File: src/bole_pkg.sv
`default_nettype none

package bole_pkg;

  // Field widths of the two channels
  localparam int ACTION_W = 3;
  localparam int VALUE_W  = 32;
  localparam int POS_W    = 7;
  localparam int STATUS_W = 2;
  localparam int LEN_W    = 7;

  // Action codes carried by in_action
  localparam logic [ACTION_W-1:0] ACT_INS_FRONT = 3'd0;
  localparam logic [ACTION_W-1:0] ACT_INS_BACK  = 3'd1;
  localparam logic [ACTION_W-1:0] ACT_DEL_FRONT = 3'd2;
  localparam logic [ACTION_W-1:0] ACT_DEL_BACK  = 3'd3;
  localparam logic [ACTION_W-1:0] ACT_DEL_POS   = 3'd4;
  localparam logic [ACTION_W-1:0] ACT_READ_ALL  = 3'd5;

  // Result status codes
  localparam logic [STATUS_W-1:0] STS_OK     = 2'd0;
  localparam logic [STATUS_W-1:0] STS_EMPTY  = 2'd1;
  localparam logic [STATUS_W-1:0] STS_BADPOS = 2'd2;
  localparam logic [STATUS_W-1:0] STS_FULL   = 2'd3;

  // Operation issued by the controller to the datapath
  typedef enum logic [2:0] {
    OP_NONE,
    OP_INS_FRONT,
    OP_INS_BACK,
    OP_DEL_FRONT,
    OP_DEL_BACK,
    OP_DEL_POS,
    OP_DUMP,
    OP_REPORT
  } op_t;

  // Controller -> datapath
  typedef struct packed {
    op_t                 op;
    logic [STATUS_W-1:0] status;    // status for OP_REPORT
    logic                shift_en;  // run the compaction stream
    logic                dump_en;   // run the read-out stream
  } dp_cmd_t;

  // Datapath -> controller
  typedef struct packed {
    logic empty;
    logic full;
    logic pos_ok;       // in_position lies in 1..count
    logic no_moves;     // in_position is the back entry
    logic stream_idle;  // nothing left to read or write back
    logic out_busy;     // result register held by a stall
  } dp_sts_t;

endpackage

`default_nettype wire

File: src/bole_datapath.sv
`default_nettype none

module bole_datapath #(
  parameter int DEPTH = 64
) (
  input  wire                               clk,
  input  wire                               rst_n,
  input  bole_pkg::dp_cmd_t                 cmd,
  output bole_pkg::dp_sts_t                 sts,
  input  wire signed [bole_pkg::VALUE_W-1:0] in_value,
  input  wire [bole_pkg::POS_W-1:0]         in_position,
  output logic                              out_valid,
  input  wire                               out_stall,
  output logic [bole_pkg::STATUS_W-1:0]     out_status,
  output logic signed [bole_pkg::VALUE_W-1:0] out_element,
  output logic                              out_element_valid,
  output logic                              out_last,
  output logic [bole_pkg::LEN_W-1:0]        out_length
);

  import bole_pkg::*;

  localparam int SLOT_W = $clog2(DEPTH);
  localparam int CNT_W  = $clog2(DEPTH + 1);
  localparam int SUM_W  = CNT_W + 1;

  // Circular store and its registered read port
  logic [VALUE_W-1:0] mem [DEPTH];
  logic [VALUE_W-1:0] rd_data_r;

  logic [SLOT_W-1:0] front_r, front_nxt;
  logic [CNT_W-1:0]  count_r, count_nxt;
  logic [SLOT_W-1:0] rd_slot_r, rd_slot_nxt;
  logic [SLOT_W-1:0] wr_slot_r, wr_slot_nxt;
  logic [CNT_W-1:0]  rem_r, rem_nxt;
  logic              pend_r, pend_nxt;
  logic              last_pend_r;

  logic                out_valid_r;
  logic [STATUS_W-1:0] out_status_r;
  logic [VALUE_W-1:0]  out_element_r;
  logic                out_element_valid_r;
  logic                out_last_r;
  logic [LEN_W-1:0]    out_length_r;

  logic                mem_we;
  logic [SLOT_W-1:0]   mem_wa;
  logic [VALUE_W-1:0]  mem_wd;
  logic                single_load;
  logic [STATUS_W-1:0] single_status;

  logic [CNT_W-1:0]  pos_cnt;
  logic [SLOT_W-1:0] back_slot, next_front, prev_front, pos_slot, pos_slot_m1;
  logic              out_free, load_elem, rd_issue, shift_wr;

  // (a + b) mod DEPTH where the sum stays below twice DEPTH
  function automatic logic [SLOT_W-1:0] wrap_slot(input logic [SUM_W-1:0] s);
    if (s >= SUM_W'(DEPTH)) begin
      return SLOT_W'(s - SUM_W'(DEPTH));
    end
    return SLOT_W'(s);
  endfunction

  function automatic logic [SLOT_W-1:0] inc_slot(input logic [SLOT_W-1:0] s);
    if (s == SLOT_W'(DEPTH - 1)) begin
      return '0;
    end
    return s + 1'b1;
  endfunction

  // Slot arithmetic; position only matters once it is known to be in range
  assign pos_cnt     = CNT_W'(in_position);
  assign back_slot   = wrap_slot(SUM_W'(front_r) + SUM_W'(count_r));
  assign next_front  = inc_slot(front_r);
  assign prev_front  = (front_r == '0) ? SLOT_W'(DEPTH - 1) : front_r - 1'b1;
  assign pos_slot    = wrap_slot(SUM_W'(front_r) + SUM_W'(pos_cnt));
  assign pos_slot_m1 = wrap_slot(SUM_W'(front_r) + SUM_W'(pos_cnt - 1'b1));

  // Stream control: at most one read and at most one write per cycle
  assign out_free  = !(out_valid_r && out_stall);
  assign load_elem = cmd.dump_en && pend_r && out_free;
  assign shift_wr  = cmd.shift_en && pend_r;
  assign rd_issue  = (cmd.shift_en || cmd.dump_en) && (rem_r != '0) &&
                     (cmd.shift_en || !pend_r || load_elem);

  always_comb begin
    if (rd_issue) begin
      pend_nxt = 1'b1;
    end else if (shift_wr || load_elem) begin
      pend_nxt = 1'b0;
    end else begin
      pend_nxt = pend_r;
    end
  end

  // Status towards the controller
  always_comb begin
    sts.empty       = (count_r == '0);
    sts.full        = (count_r == CNT_W'(DEPTH));
    sts.pos_ok      = (in_position != '0) && (in_position <= POS_W'(count_r));
    sts.no_moves    = (in_position == POS_W'(count_r));
    sts.stream_idle = (rem_r == '0) && !pend_r;
    sts.out_busy    = !out_free;
  end

  // Next state of list pointers, stream counters and store write port
  always_comb begin
    front_nxt     = front_r;
    count_nxt     = count_r;
    rem_nxt       = rem_r;
    rd_slot_nxt   = rd_slot_r;
    wr_slot_nxt   = wr_slot_r;
    mem_we        = 1'b0;
    mem_wa        = back_slot;
    mem_wd        = in_value;
    single_load   = 1'b0;
    single_status = STS_OK;
    unique case (cmd.op)
      OP_NONE: begin
      end
      OP_INS_FRONT: begin
        front_nxt   = prev_front;
        mem_we      = 1'b1;
        mem_wa      = prev_front;
        count_nxt   = count_r + 1'b1;
        single_load = 1'b1;
      end
      OP_INS_BACK: begin
        mem_we      = 1'b1;
        mem_wa      = back_slot;
        count_nxt   = count_r + 1'b1;
        single_load = 1'b1;
      end
      OP_DEL_FRONT: begin
        front_nxt   = next_front;
        count_nxt   = count_r - 1'b1;
        single_load = 1'b1;
      end
      OP_DEL_BACK: begin
        count_nxt   = count_r - 1'b1;
        single_load = 1'b1;
      end
      OP_DEL_POS: begin
        count_nxt   = count_r - 1'b1;
        wr_slot_nxt = pos_slot_m1;
        rd_slot_nxt = pos_slot;
        rem_nxt     = count_r - pos_cnt;
        single_load = 1'b1;
      end
      OP_DUMP: begin
        rd_slot_nxt = front_r;
        rem_nxt     = count_r;
      end
      OP_REPORT: begin
        single_load   = 1'b1;
        single_status = cmd.status;
      end
    endcase
    if (rd_issue) begin
      rd_slot_nxt = inc_slot(rd_slot_r);
      rem_nxt     = rem_r - 1'b1;
    end
    if (shift_wr) begin
      mem_we      = 1'b1;
      mem_wa      = wr_slot_r;
      mem_wd      = rd_data_r;
      wr_slot_nxt = inc_slot(wr_slot_r);
    end
  end

  // Store: one write, one registered read
  always_ff @(posedge clk) begin
    if (mem_we) begin
      mem[mem_wa] <= mem_wd;
    end
    if (rd_issue) begin
      rd_data_r <= mem[rd_slot_r];
    end
  end

  // Control registers
  always_ff @(posedge clk) begin
    if (!rst_n) begin
      front_r <= '0;
      count_r <= '0;
      rem_r   <= '0;
      pend_r  <= 1'b0;
    end else begin
      front_r <= front_nxt;
      count_r <= count_nxt;
      rem_r   <= rem_nxt;
      pend_r  <= pend_nxt;
    end
  end

  // Stream pointers
  always_ff @(posedge clk) begin
    rd_slot_r <= rd_slot_nxt;
    wr_slot_r <= wr_slot_nxt;
    if (rd_issue) begin
      last_pend_r <= (rem_r == CNT_W'(1));
    end
  end

  // Result register
  always_ff @(posedge clk) begin
    if (!rst_n) begin
      out_valid_r <= 1'b0;
    end else if (single_load || load_elem) begin
      out_valid_r <= 1'b1;
    end else if (!out_stall) begin
      out_valid_r <= 1'b0;
    end
  end

  always_ff @(posedge clk) begin
    if (single_load) begin
      out_status_r        <= single_status;
      out_element_r       <= '0;
      out_element_valid_r <= 1'b0;
      out_last_r          <= 1'b1;
      out_length_r        <= LEN_W'(count_nxt);
    end else if (load_elem) begin
      out_status_r        <= STS_OK;
      out_element_r       <= rd_data_r;
      out_element_valid_r <= 1'b1;
      out_last_r          <= last_pend_r;
      out_length_r        <= LEN_W'(count_r);
    end
  end

  assign out_valid         = out_valid_r;
  assign out_status        = out_status_r;
  assign out_element       = out_element_r;
  assign out_element_valid = out_element_valid_r;
  assign out_last          = out_last_r;
  assign out_length        = out_length_r;

endmodule

`default_nettype wire

File: src/bole_ctrl.sv
`default_nettype none

module bole_ctrl (
  input  wire                           clk,
  input  wire                           rst_n,
  input  wire                           in_valid,
  output logic                          in_stall,
  input  wire [bole_pkg::ACTION_W-1:0]  in_action,
  output bole_pkg::dp_cmd_t             cmd,
  input  bole_pkg::dp_sts_t             sts
);

  import bole_pkg::*;

  typedef enum logic [2:0] {
    ST_IDLE  = 3'b001,
    ST_SHIFT = 3'b010,
    ST_DUMP  = 3'b100
  } state_t;

  state_t state_r, state_nxt;
  logic   accept;

  // New transactions only in idle, and only with room in the result register
  assign in_stall = (state_r != ST_IDLE) || sts.out_busy;
  assign accept   = in_valid && !in_stall;

  always_comb begin
    state_nxt    = state_r;
    cmd.op       = OP_NONE;
    cmd.status   = STS_OK;
    cmd.shift_en = (state_r == ST_SHIFT);
    cmd.dump_en  = (state_r == ST_DUMP);
    unique case (state_r)
      ST_IDLE: begin
        if (accept) begin
          unique case (in_action)
            ACT_INS_FRONT, ACT_INS_BACK: begin
              if (sts.full) begin
                cmd.op     = OP_REPORT;
                cmd.status = STS_FULL;
              end else begin
                cmd.op = (in_action == ACT_INS_FRONT) ? OP_INS_FRONT : OP_INS_BACK;
              end
            end
            ACT_DEL_FRONT, ACT_DEL_BACK: begin
              if (sts.empty) begin
                cmd.op     = OP_REPORT;
                cmd.status = STS_EMPTY;
              end else begin
                cmd.op = (in_action == ACT_DEL_FRONT) ? OP_DEL_FRONT : OP_DEL_BACK;
              end
            end
            ACT_DEL_POS: begin
              if (sts.empty) begin
                cmd.op     = OP_REPORT;
                cmd.status = STS_EMPTY;
              end else if (!sts.pos_ok) begin
                cmd.op     = OP_REPORT;
                cmd.status = STS_BADPOS;
              end else begin
                cmd.op = OP_DEL_POS;
                if (!sts.no_moves) begin
                  state_nxt = ST_SHIFT;
                end
              end
            end
            ACT_READ_ALL: begin
              if (sts.empty) begin
                cmd.op = OP_REPORT;
              end else begin
                cmd.op    = OP_DUMP;
                state_nxt = ST_DUMP;
              end
            end
            default: begin
              cmd.op = OP_REPORT;
            end
          endcase
        end
      end
      ST_SHIFT, ST_DUMP: begin
        if (sts.stream_idle) begin
          state_nxt = ST_IDLE;
        end
      end
      default: begin
        state_nxt = ST_IDLE;
      end
    endcase
  end

  always_ff @(posedge clk) begin
    if (!rst_n) begin
      state_r <= ST_IDLE;
    end else begin
      state_r <= state_nxt;
    end
  end

endmodule

`default_nettype wire

File: src/bounded_ordered_list_engine_top.sv
`default_nettype none
// Channel  | Direction | Handshake          | Payload
// in_      | input     | in_valid/in_stall  | action, value, position
// out_     | output    | out_valid/out_stall| status, element, element_valid, last, length
//
// Insert, delete front/back and rejected actions give one result.
// Delete at position gives one result and, unless it hits the back entry, compacts the
// entries behind it through the store's single read and write port, one entry a cycle.
// Read all gives one result a cycle while the output is not stalled.
// rst_n is synchronous; the store itself is not cleared and needs no pass.
// A held result stalls the input; a stalled read-out pauses the store reads.

module bounded_ordered_list_engine_top #(
  parameter int DEPTH = 64
) (
  input  wire                                 clk,
  input  wire                                 rst_n,
  input  wire                                 in_valid,
  output logic                                in_stall,
  input  wire [bole_pkg::ACTION_W-1:0]        in_action,
  input  wire signed [bole_pkg::VALUE_W-1:0]  in_value,
  input  wire [bole_pkg::POS_W-1:0]           in_position,
  output logic                                out_valid,
  input  wire                                 out_stall,
  output logic [bole_pkg::STATUS_W-1:0]       out_status,
  output logic signed [bole_pkg::VALUE_W-1:0] out_element,
  output logic                                out_element_valid,
  output logic                                out_last,
  output logic [bole_pkg::LEN_W-1:0]          out_length
);

  import bole_pkg::*;

  dp_cmd_t cmd;
  dp_sts_t sts;

  bole_ctrl u_ctrl (
    .clk       (clk),
    .rst_n     (rst_n),
    .in_valid  (in_valid),
    .in_stall  (in_stall),
    .in_action (in_action),
    .cmd       (cmd),
    .sts       (sts)
  );

  bole_datapath #(
    .DEPTH (DEPTH)
  ) u_datapath (
    .clk               (clk),
    .rst_n             (rst_n),
    .cmd               (cmd),
    .sts               (sts),
    .in_value          (in_value),
    .in_position       (in_position),
    .out_valid         (out_valid),
    .out_stall         (out_stall),
    .out_status        (out_status),
    .out_element       (out_element),
    .out_element_valid (out_element_valid),
    .out_last          (out_last),
    .out_length        (out_length)
  );

endmodule

`default_nettype wire

File: config.mk
export PLATFORM = sky130hd
export DESIGN_NAME = bounded_ordered_list_engine_top
export DESIGN_NICKNAME = d
export VERILOG_FILES = /design/src/bole_pkg.sv /design/src/bole_datapath.sv /design/src/bole_ctrl.sv /design/src/bounded_ordered_list_engine_top.sv
export SDC_FILE = /design/constraint.sdc
export NUM_CORES = 2
export LEC_CHECK = 0
export ABC_AREA = 1
export BUFFER_PORTS_ARGS = -buffer_cell sky130_fd_sc_hd__buf_2
export CAP_MARGIN = 5
export CORE_MARGIN = 2
export CORE_UTILIZATION = 30
export CTS_CLUSTER_DIAMETER = 30
export DETAILED_ROUTE_END_ITERATION = 16
export PLACE_DENSITY = 0.52
export RECOVER_POWER = 50
export SLEW_MARGIN = 30
export SYNTH_ARGS = -nofsm -noshare
export SYNTH_HDL_FRONTEND = slang
export SYNTH_SLANG_ARGS = --single-unit
File: constraint.sdc
create_clock -name clk -period 6.6 [get_ports clk]
set_input_delay 0.99 -clock clk [delete_from_list [all_inputs] [get_ports clk]]
set_output_delay 0.99 -clock clk [all_outputs]
set_load 0.1 [all_outputs]
==> out/qor.csv <==
metric,value,unit
rsz0062_at_grt,no,
ir_worst_vdd,305,µV
cell_pwr_density,381,mW/mm²
wirelength,287,mm
seq_area_frac_synth,0.744,
synth.avg_cell_area,12.7,µm²
die_y,541,µm
place_congestion,0.887,
timing_worst_slew_pin_value,3650,ps
synthesis.area,0.0864,mm²
synthToLayoutAreaGrowth,24.2,%
crit_fanout,120,
timing.critical_path.arrival,6530,ps
detailroute.via_count,59300,
numPortBuffers,90,
synthesis.nets,6878,
detailedPlace.worstSlack,1130,ps
worst_setup_path_end_kind,flop,
slew_headroom,-1.43,
final_stage_net_count,7157,
count_of_hold_buffers_inserted_by_post_cts_repair,0,
final_min_period_over_clock_period,0.869,
placementRows,197,
timing_max_transition_violations_final,1155,
cap_violations,31,
clkSinkCount,2161,
synthDominantCellAreaShare,0.730,
io-pin-count,91,
post_route_cells_drive_above_1_share,0.141,
cp_cell_sequence,"inv_8, clkbuf_2, clkbuf_2, o21ai_0, o22ai_1, nor2_1, o32ai_1, nor2_1, o22ai_1",
finalHoldViolCount,0,
worstSetupStartpointType,flop,
postSynthRegisterBits,2161,
number_of_cells_in_the_finished_layout_apart_from_fillers,11200,
grt_first_pass_wirelength,411,mm
cp_slowest_cell,sky130_fd_sc_hd__clkbuf_2,
fill_cells,27400,
cts_resized,0,
cpPeakStageDelay,1360,ps
grt_remaining_overflow,0,
h-tree-depth,5,
tritoncts.num_buffers,452,
synth_cell_type_count,45,
fmax,0.174,GHz
cts.reportedPaths.clkPinSlew,50,ps
clock-skew-final,110,ps
p_leak,35.2,nW
yosys.area.top_type,sky130_fd_sc_hd__edfxtp_1,
cts_buffer_depth,4,
die_area,0.292,mm²
antenna_violating_nets_post_route,0,
via_count_of_the_first_global_routing_pass,56800,
min_path_type,primary input to flop,
path_class,flop to flop,
violated_checks,"capacitance limit, slew limit",
placed_instances,10400,
hold_start,out_stall,
startpoint,u_datapath.rd_slot_r[0],
layout_setup_ws,864,ps
worst_skew_pair.late_latency,1000,ps
layout_min_cycle_time,5740,ps
chipWidth,541,µm
worstReg2RegStart,u_datapath.rd_slot_r[0],
setup_viol,0,
area_of_the_core,0.287,mm²
post-route-drc-count,0,
setup_total_negative_slack,0,ps
post_cts_setup_buffer_count,0,
cts_tree,yes,
drt_pre_antenna_iters,6,
r2r_slack,860,ps
sequential_cell_area,0.0643,mm²
global_route.usage.total,0.190,
wire_per_inst,25.6,µm
critical_path_required,7390,ps
top_area_cells_in_the_synthesized_netlist,"sky130_fd_sc_hd__edfxtp_1, sky130_fd_sc_hd__o21ai_0, sky130_fd_sc_hd__nor2_1, sky130_fd_sc_hd__o22ai_1, sky130_fd_sc_hd__clkbuf_1",
post-dp-hpwl,169,mm
synth-warning-count,0,
grt_start_max_net_pins,162,
drt_iter0_markers,7275,
area_of_the_multi_input_gates,0.0201,mm²
post_drt_via_cell_ratio,5.28,
grt_antenna_before_repair,17,
initial_utilization,0.301,
clock-root-buffer,sky130_fd_sc_hd__clkbuf_16,
run_status,"complete, but fails checks",
synthesis.instances,6789,
==> power by group <==
group	total [mW]	leakage, nW	switching (mW)	internal (mW)
Clock	22.7	7.42	7.31	15.4
Combinational	2.82	8.42	2.26	0.562
Sequential	15.5	19.4	0.107	15.4
Total	41.0	35.2	9.67	31.3
==> stage by stage <==
| step | total power, mW | utilization | cell area (µm²) | hold slack, ps |
|---|---|---|---|---|
| after floorplan | 17.3 | - | 86400 | 453 |
| after global placement | 18.5 | 0.321 | 92300 | 466 |
| after detailed placement | 18.5 | 0.323 | 92700 | 477 |
| after CTS | 41.2 | 0.376 | 108000 | 351 |
| after global routing | 42.0 | 0.374 | 107000 | 410 |
| final | 41.0 | 0.374 | 107000 | 426 |
==> registers in the layout (all words and copies together) (netlist names) <==
register	count
u_ctrl.state_r	3
u_datapath.count_r	7
u_datapath.front_r	6
u_datapath.last_pend_r	1
u_datapath.mem	2048
u_datapath.out_element	32
u_datapath.out_element_valid	1
u_datapath.out_last	1
u_datapath.out_length	7
u_datapath.out_status	2
u_datapath.out_valid	1
u_datapath.pend_r	1
u_datapath.rd_data_r	32
u_datapath.rd_slot_r	6
u_datapath.rem_r	7
u_datapath.wr_slot_r	6
==> final timing paths <==
kind	cells past startpoint	endpoint
max	9	u_datapath.rd_data_r[23]
min	5	u_datapath.out_valid
max reg2reg	9	u_datapath.rd_data_r[23]
min reg2reg	2	u_datapath.rem_r[3]
==> cells by family after synthesis <==
group	Yosys count	share of synthesized area
AOI/OAI and AO/OA	2156	0.139
and+or+nand+nor	1801	0.0807
buffers and inverters	597	0.0269
adders and majority gates	43	0.00666
xor gates and xnor gates	31	0.00314
DFF	2161	0.744
==> area by class of cell <==
class / instances / area share
flip-flops and latches: 2161 / 0.599
multi-input cells: 4031 / 0.188
clock buffers: 507 / 0.109
well taps: 3781 / 0.0441
clock inverters: 315 / 0.0336
repair buffers: 295 / 0.0220
inverters: 127 / 0.00473
diodes: 5 / 0.000117
==> routing by layer <==
layer | track usage | routed length (µm) | vias up
met1 | 0.259 | 121000 | 30100
li1 | - | - | 26000
met3 | 0.0353 | 22500 | 478
met5 | 0 | 56 | -
met4 | 0.0716 | 10600 | 8
met2 | 0.302 | 133000 | 2679
==> placed cells by master, fill, tap and decap left out, drive strengths merged, types with 22 or more instances in the layout <==
cell type  netlist  routed
xor2            22      22
inv            125     158
clkinvlp         0      42
clkinv           2     172
nand3           49      49
a211oi          34      34
dfxtp           59      59
o21ai         1395    1395
bufinv           0      70
buf             71     216
o22ai          643     643
o32ai           23      23
edfxtp        2102    2102
a21oi           40      40
ha              38      38
nand2          203     203
nor2          1521    1521
clkbuf         399     585
==> worst max-delay path: cells and delay by family, from the launching register on <==
kind	cells	cell delay, ps
compound gates	4	1320
flops	1	760
buf+inv	3	2940
simple gates	2	240
==> synthesized netlist by cell type (all sizes together) <==
| master | count |
|---|---|
| nand3b | 1 |
| nor3 | 12 |
| a31oi | 4 |
| nor4 | 1 |
| nor2 | 1521 |
| o32ai | 23 |
| fa | 5 |
| o221ai | 8 |
| nand3 | 49 |
| nor3b | 1 |
| a211oi | 34 |
| inv | 125 |
| o21ai | 1395 |
| xor2 | 22 |
| or2 | 4 |
| xnor2 | 9 |
| o21bai | 1 |
| buf | 71 |
| dfxtp | 59 |
| clkbuf | 399 |
| o22ai | 643 |
| ha | 38 |
| edfxtp | 2102 |
| clkinv | 2 |
| nand4 | 9 |
| a21o | 1 |
| a21boi | 1 |
| o31ai | 3 |
| o211ai | 3 |
| a21oi | 40 |
| nand2 | 203 |
Power figures use the tool's default switching activity.
